File: config.mk
export PLATFORM = sky130hd
export DESIGN_NAME = phmn_ctrl
export DESIGN_NICKNAME = d
export VERILOG_FILES = /design/src/hw/rtl/phmn_pkg.sv /design/src/hw/rtl/phmn_ctrl.sv
export VERILOG_INCLUDE_DIRS = /design/src /design/src/hw/rtl
export SDC_FILE = /design/constraint.sdc
export NUM_CORES = 1
export LEC_CHECK = 0
export BUFFER_PORTS_ARGS = -buffer_cell sky130_fd_sc_hd__buf_2
export CORE_AREA = 2 2 39 41
export DETAILED_ROUTE_END_ITERATION = 8
export DIE_AREA = 0 0 41 43
export PLACE_DENSITY_LB_ADDON = 0.25
export SKIP_CTS_REPAIR_TIMING = 1
export SLEW_MARGIN = 20
export SYNTH_ARGS = -nofsm -noshare
export SYNTH_HDL_FRONTEND = slang
export SYNTH_SLANG_ARGS = --single-unit
File: constraint.sdc
create_clock -name i_clk -period 1.4 [get_ports i_clk]
set_input_delay 0.14 -clock i_clk [delete_from_list [all_inputs] [get_ports i_clk]]
set_output_delay 0.14 -clock i_clk [all_outputs]
set_load 0.02 [all_outputs]
File: src/hw/rtl/piezo_hit_to_midi_note_macros.svh
// Assertion macros shared by the piezo hit to MIDI note block.
`ifndef PIEZO_HIT_TO_MIDI_NOTE_MACROS_SVH
`define PIEZO_HIT_TO_MIDI_NOTE_MACROS_SVH
`ifndef NO_ASSERTIONS
// Same-cycle implication, checked on every rising clock edge out of reset.
`define PHMN_ASSERT_IMP(lbl, ante, cons) \
    lbl: assert property (@(posedge i_clk) disable iff (!i_rst_n) (ante) |-> (cons)) \
        else $error("assertion failed");
// Next-cycle implication, checked on every rising clock edge out of reset.
`define PHMN_ASSERT_NXT(lbl, ante, cons) \
    lbl: assert property (@(posedge i_clk) disable iff (!i_rst_n) (ante) |=> (cons)) \
        else $error("assertion failed");
`else
`define PHMN_ASSERT_IMP(lbl, ante, cons)
`define PHMN_ASSERT_NXT(lbl, ante, cons)
`endif
`endif

File: src/hw/rtl/phmn_pkg.sv
// Package with the constants, types and note ROM of the piezo hit to MIDI note block.
package phmn_pkg;

    // Field widths.
    localparam int MODE_W     = 2;
    localparam int CODE_W     = 12;
    localparam int MV_W       = 12;
    localparam int VEL_W      = 7;
    localparam int NOTE_W     = 7;
    localparam int BYTE_W     = 8;
    localparam int CFG_IDX_W  = 8;
    localparam int CFG_DATA_W = 12;

    // Capture window length in samples, not counting the triggering sample.
    localparam int WINDOW_SAMPLES = 400;
    localparam int WIN_CNT_W      = $clog2(WINDOW_SAMPLES + 1);

    // Note table.
    localparam int NOTE_COUNT = 17;
    localparam int NOTE_IDX_W = $clog2(NOTE_COUNT);

    // Code to millivolt conversion: mv = floor(code * MV_SCALE / 4095).
    localparam int MV_SCALE = 3300;
    localparam int PROD_W   = 24;

    // Rounding divider for the velocity map.
    localparam int NUM_W      = 21;
    localparam int DIVIDEND_W = 20;
    localparam int DIVISOR_W  = 13;
    localparam int DIV_STEPS  = DIVIDEND_W;
    localparam int DIV_CNT_W  = $clog2(DIV_STEPS);

    // Input modes.
    localparam logic [MODE_W-1:0] MODE_SAMPLE = 2'd0;
    localparam logic [MODE_W-1:0] MODE_NEXT   = 2'd1;
    localparam logic [MODE_W-1:0] MODE_PREV   = 2'd2;

    // Configuration register indexes.
    localparam logic [CFG_IDX_W-1:0] CFG_THRESHOLD  = 8'd0;
    localparam logic [CFG_IDX_W-1:0] CFG_FULL_SCALE = 8'd1;
    localparam logic [CFG_IDX_W-1:0] CFG_MIN_VEL    = 8'd2;
    localparam logic [CFG_IDX_W-1:0] CFG_MAX_VEL    = 8'd3;

    // Configuration reset values.
    localparam logic [MV_W-1:0]  RST_THRESHOLD  = 12'd90;
    localparam logic [MV_W-1:0]  RST_FULL_SCALE = 12'd2000;
    localparam logic [VEL_W-1:0] RST_MIN_VEL    = 7'd25;
    localparam logic [VEL_W-1:0] RST_MAX_VEL    = 7'd127;

    // MIDI sequence: note off (note on with zero velocity), then note on.
    localparam logic [BYTE_W-1:0] MIDI_NOTE_ON = 8'h90;
    localparam logic [BYTE_W-1:0] MIDI_VEL_OFF = 8'h00;
    localparam int                BYTE_IDX_W   = 3;
    localparam logic [BYTE_IDX_W-1:0] BYTE_STATUS_OFF = 3'd0;
    localparam logic [BYTE_IDX_W-1:0] BYTE_NOTE_OFF   = 3'd1;
    localparam logic [BYTE_IDX_W-1:0] BYTE_VEL_OFF    = 3'd2;
    localparam logic [BYTE_IDX_W-1:0] BYTE_STATUS_ON  = 3'd3;
    localparam logic [BYTE_IDX_W-1:0] BYTE_NOTE_ON    = 3'd4;
    localparam logic [BYTE_IDX_W-1:0] BYTE_VEL_ON     = 3'd5;

    // Commands from the controller to the datapath.
    typedef struct packed {
        logic accept_in;
        logic eval;
        logic peak_prod;
        logic calc_mv;
        logic calc_num;
        logic div_init;
        logic div_step;
        logic vel_load;
    } t_dp_cmd;

    // Status from the datapath to the controller.
    typedef struct packed {
        logic window_done;
        logic send_busy;
    } t_dp_status;

    // Drum note ROM; unused indexes fall back to the first entry.
    function automatic logic [NOTE_W-1:0] note_rom(input logic [NOTE_IDX_W-1:0] idx);
        logic [NOTE_W-1:0] note;
        case (idx)
            5'd0:    note = 7'd36;
            5'd1:    note = 7'd38;
            5'd2:    note = 7'd37;
            5'd3:    note = 7'd42;
            5'd4:    note = 7'd44;
            5'd5:    note = 7'd46;
            5'd6:    note = 7'd65;
            5'd7:    note = 7'd48;
            5'd8:    note = 7'd45;
            5'd9:    note = 7'd41;
            5'd10:   note = 7'd51;
            5'd11:   note = 7'd53;
            5'd12:   note = 7'd49;
            5'd13:   note = 7'd57;
            5'd14:   note = 7'd58;
            5'd15:   note = 7'd52;
            5'd16:   note = 7'd55;
            default: note = 7'd36;
        endcase
        return note;
    endfunction

endpackage

File: src/hw/rtl/phmn_ctrl.sv
// Controller state machine that sequences sample handling and the velocity computation.
`include "piezo_hit_to_midi_note_macros.svh"

module phmn_ctrl
    import phmn_pkg::*;
(
    input  logic       i_clk,
    input  logic       i_rst_n,
    input  logic       i_in_valid,
    output logic       o_in_ready,
    input  t_dp_status i_status,
    output t_dp_cmd    o_cmd
);

    typedef enum logic [2:0] {
        S_IDLE,
        S_EVAL,
        S_PEAK,
        S_MV,
        S_NUM,
        S_INIT,
        S_DIV,
        S_FIN
    } t_state;

    t_state                r_state;
    t_state                n_state;
    logic [DIV_CNT_W-1:0]  r_div_cnt;
    logic [DIV_CNT_W-1:0]  n_div_cnt;

    assign o_in_ready = (r_state == S_IDLE);

    always_comb begin
        o_cmd           = '0;
        o_cmd.accept_in = i_in_valid && o_in_ready;
        o_cmd.eval      = (r_state == S_EVAL);
        o_cmd.peak_prod = (r_state == S_PEAK);
        o_cmd.calc_mv   = (r_state == S_MV);
        o_cmd.calc_num  = (r_state == S_NUM);
        o_cmd.div_init  = (r_state == S_INIT);
        o_cmd.div_step  = (r_state == S_DIV);
        o_cmd.vel_load  = (r_state == S_FIN) && !i_status.send_busy;
    end

    always_comb begin
        n_state   = r_state;
        n_div_cnt = r_div_cnt;
        unique case (r_state)
            S_IDLE: begin
                if (i_in_valid) begin
                    n_state = S_EVAL;
                end
            end
            S_EVAL: begin
                n_state = i_status.window_done ? S_PEAK : S_IDLE;
            end
            S_PEAK: n_state = S_MV;
            S_MV:   n_state = S_NUM;
            S_NUM:  n_state = S_INIT;
            S_INIT: begin
                n_state   = S_DIV;
                n_div_cnt = '0;
            end
            S_DIV: begin
                if (r_div_cnt == DIV_CNT_W'(DIV_STEPS - 1)) begin
                    n_state = S_FIN;
                end else begin
                    n_div_cnt = r_div_cnt + 1'b1;
                end
            end
            S_FIN: begin
                if (!i_status.send_busy) begin
                    n_state = S_IDLE;
                end
            end
            default: n_state = S_IDLE;
        endcase
    end

    always_ff @(posedge i_clk) begin
        if (!i_rst_n) begin
            r_state   <= S_IDLE;
            r_div_cnt <= '0;
        end else begin
            r_state   <= n_state;
            r_div_cnt <= n_div_cnt;
        end
    end

    `PHMN_ASSERT_NXT(a_accept_to_eval, i_in_valid && o_in_ready, r_state == S_EVAL)
    `PHMN_ASSERT_NXT(a_window_end_to_vel, (r_state == S_EVAL) && i_status.window_done, !o_in_ready && (r_state == S_PEAK))
    `PHMN_ASSERT_IMP(a_div_cnt_bound, r_state == S_DIV, r_div_cnt < DIV_CNT_W'(DIV_STEPS))

endmodule

# == After elaboration in Yosys (flattened, before gate mapping) ==
# Cells that the tools add are included.
# classes
add_sub_neg,1
mul,0
n_div,0
n_lt_le_gt_ge,0
n_eq_ne,12
shift,0
muxes,7
n_bitwise,0
n_reduce_logical,7
# ops
cell,count
one-hot mux 3 bit (8 select lines),1
"equality test 3 bit, second input constant",4
one-hot mux 5 bit (2 select lines),1
two-way mux 3 bit,3
"equality test 3 x 2 -> 1 bit, second input constant",2
"!= test 2 bit, second input constant",3
"adder 5 x 1 -> 5 bit, second input constant",1
"equality test 5 bit, second input constant",1
two-way mux 5 bit,1
"equality test 3 x 1 -> 1 bit, second input constant",1
logical NOT 3 bit,1
AND reduction 3 bit,1
logical AND 1 bit,2
two-way mux 2 bit,1
"!= test 2 x 1 -> 1 bit, second input constant",1
AND reduction 2 bit,1
nonzero test 2 bit,1
logical NOT 1 bit,1
# totals
register_bits,8
latchBits,0
ramBits,0
romBits,0
in_bits,5
out_inout_bits,9
wordCells,29
memories,0

# == Depth between registers and ports, before layout ==
# logic_depth
depth_word,3
mapped_depth,4
mapped_depth_nobuf,4

# == Worst setup path after synthesis ==
# No wires, ideal clock.
# synth_timing
path_type,register to output
start,register r_state[1]
end,output port o_cmd[7] (netlist name)
arrival_ps,1363
required_ps,1260
path_slack_ps,-103
stages_incl_launch_ff,4
n_path_buf,1
cell_sequence,dfxtp_1 -> buf_2 -> nor3_1 -> and2_1
# synth_rtl
item,line,rtl
start: declaration,phmn_ctrl.sv:26,t_state r_state;
start signal: assignment,phmn_ctrl.sv:85,r_state <= n_state;
end: declaration,phmn_ctrl.sv:12,output t_dp_cmd o_cmd

==> impl_metrics.ini <==
[timing]
final.setup.tns_ps = 0
finalClockSkew_ps = 10.4
tightest_slew_ps = 384
worst_slack_ps = 62.4
fin_crit_ps = 1340
rsz0062_at_grt = false
fmax_ghz = 0.748
final-hold-violation-count = 0
finalSetupViolations = 0
maxSlewViolCount = 0
period_share = 0.955
relSlewSlack = 0.740

[synth]
synth-xor-area-share = 0.0172
synthAdderAreaFrac = 0.0246
yosysTopAreaCell = dfxtp_1
yosys_register_bits = 8
avgSynthCellArea_sq_um = 9.09
synth-compound-area-share = 0.189
synth_edf_count = 0
yosys.area.top_type_share = 0.314
ys.flop_type = dfxtp_1
synth_top_family_by_area = simple AND/OR/NAND/NOR gates
ys_types = 31
synth_seq_area_share = 0.314
synthMuxAreaShare = 0.0491
synthSimpleGateAreaFrac = 0.346
synth_cells = 56
synth_area_leaders = dfxtp_1 31%, nor3b_1 8.8%, a32o_1 3.9%
synthArstFlopShare = 0
netlist_area_sq_um = 509
yosysWarnings = 0
syn_nets = 62

[job]
maxCapViolations = 0

[floorplanning]
die_height_um = 43
initial_core_util = 0.368
dieArea_sq_mm = 0.00176
core_sq_mm = 0.00138
die_w_um = 41
num_rows = 14
io_pins = 14

[global_routing]
grt_overflow = 0
grt_pass1_vias = 411
grt_max_degree = 13
grt_usage = 0.155
grt_antenna_before_repair = 0
grt_pass1_wl_um = 1850

[pwr]
power.share.combinational = 0.192
switchingPower_w = 0.000139
ir_drop_uv = 466
total_power_w = 0.000516
leakage_nw = 0.333
p_sw_frac = 0.269
p_seq_frac = 0.468
p_per_area_mw_per_mm2 = 760
p_int_w = 0.000378
p_clk_frac = 0.340

[drt]
routed-via-count = 497
wl_per_cell_um = 12.2
wirelength_um = 1100
dr.pass1.iters = 4
ant_nets = 0
viasPerCell = 5.52
drt-initial-drc-count = 14
drc = 0

[placed_design]
gp_congestion = 0.769
io_buffers = 13
dp_slack_ps = 68.4
dpl-instance-area_sq_um = 612
post-dp-hpwl_um = 761

[clock_network]
clk_pin_slew_ps = 60
cts_tree = yes
cts_buffer_depth = 2
cts_buffers = 3
h-tree-depth = 1
cts_root_buffer = clkbuf_4
clk_latency_ps = 260
clock_sinks = 8

[setup_path]
critPathMaxFanout = 5
start_kind = register
crit_chain = buf_6, nor3_2, and2_1, buf_2
crit_arrival_ps = 1200
critPathMaxStageDelay_ps = 350
required_ps = 1260
worstSetupPathType = register to output pin
crit_family = flip-flops
slowest_stage = dfxtp_2
crit_buf_inv = 2
endpoint_kind = output pin

[final_layout]
diodes = 0
stdcell_area_sq_um = 679
synthToLayoutAreaGrowth_pct = 33.4
nets = 82
utilization = 0.491
final_layout_size_suffix_gt1_frac = 0.486

[worst_hold_path]
hp-class = primary input to register

[status]
outcome = completed
-- worst reg2reg max path, cell delays in order (launching register included) --
cell and delay (ps):
dfxtp_1 330, ha_2 210, and4bb_2 250, or3_1 310, a21boi_1 130
-- cells by family after synthesis --
logic type	count (synthesis)
flip-flops	8
AO/OA/AOI/OAI	13
adder cells (fa/ha/maj)	1
multiplexers	2
buffers and inverters	6
XOR/XNOR	1
AND/OR/NAND/NOR	25
-- registers in the layout (all words and copies together), names as in the netlist --
| register | count |
|---|---|
| r_div_cnt | 5 |
| r_state | 3 |
-- layer usage --
layer  global-route usage  vias to the layer above  share of wire
met1                0.227                      238           0.50
met4               0.0400                        0              0
li1                     -                      250              -
met2                0.188                        9           0.44
met5                    0                        -              0
met3               0.0942                        0          0.054
-- cell usage after synthesis (2+ instances only) --
master	n
dfxtp_1	8
nor3_1	2
nand3_1	4
nor3b_1	6
buf_2	3
a32o_1	2
nor2_1	3
a21oi_1	3
nand2_1	2
o211ai_1	2
-- worst paths after layout --
path                      from  depth (start not counted)      endpoint  slack (ps)
hold / removal      i_in_valid                          3    r_state[0]         180
setup / recovery    r_state[1]                          4      o_cmd[7]          60
setup reg to reg  r_div_cnt[0]                          4  r_div_cnt[0]         110
hold reg to reg   r_div_cnt[0]                          2  r_div_cnt[0]         530
-- power by group through the flow --
stage | Sequential, W | Combinational (W) | Clock [W]
final | 0.000242 | 0.0000990 | 0.000176
after global routing | 0.000242 | 0.000107 | 0.000200
after CTS | 0.000239 | 0.0000911 | 0.000186
after detailed placement | 0.000244 | 0.0000910 | 0
after global placement | 0.000244 | 0.0000907 | 0
after floorplan | 0.000243 | 0.0000639 | 0
-- layout by cell type (no fill, tap or decap), types with 2 or more instances in the layout --
cell / Yosys / final
nor2_1: 3 / 3
buf_4: 1 / 3
o211ai_1: 2 / 2
a32o_1: 2 / 2
nor3b_2: 0 / 2
nor3b_1: 6 / 4
clkbuf_4: 0 / 3
dfxtp_1: 8 / 5
a21oi_1: 3 / 3
buf_6: 0 / 3
nand3_1: 4 / 4
dfxtp_2: 0 / 3
buf_2: 3 / 13
-- area by class of cell --
type	instances	area, sq um
Fill cell	143	704
Multi-Input combinational cell	42	344
Sequential cell	8	164
Timing Repair Buffer	19	121
Clock buffer	3	22.5
Tap cell	16	20.0
Inverter	2	7.51
-- per-stage QoR --
| step | hold slack, ps | instances |
|---|---|---|
| after CTS | 180 | 88 |
| final | 183 | 90 |
| after global routing | 190 | 90 |
| after global placement | 461 | 85 |
| after detailed placement | 453 | 85 |
| after floorplan | 311 | 56 |
No activity file was read; power rests on OpenSTA's default activity.
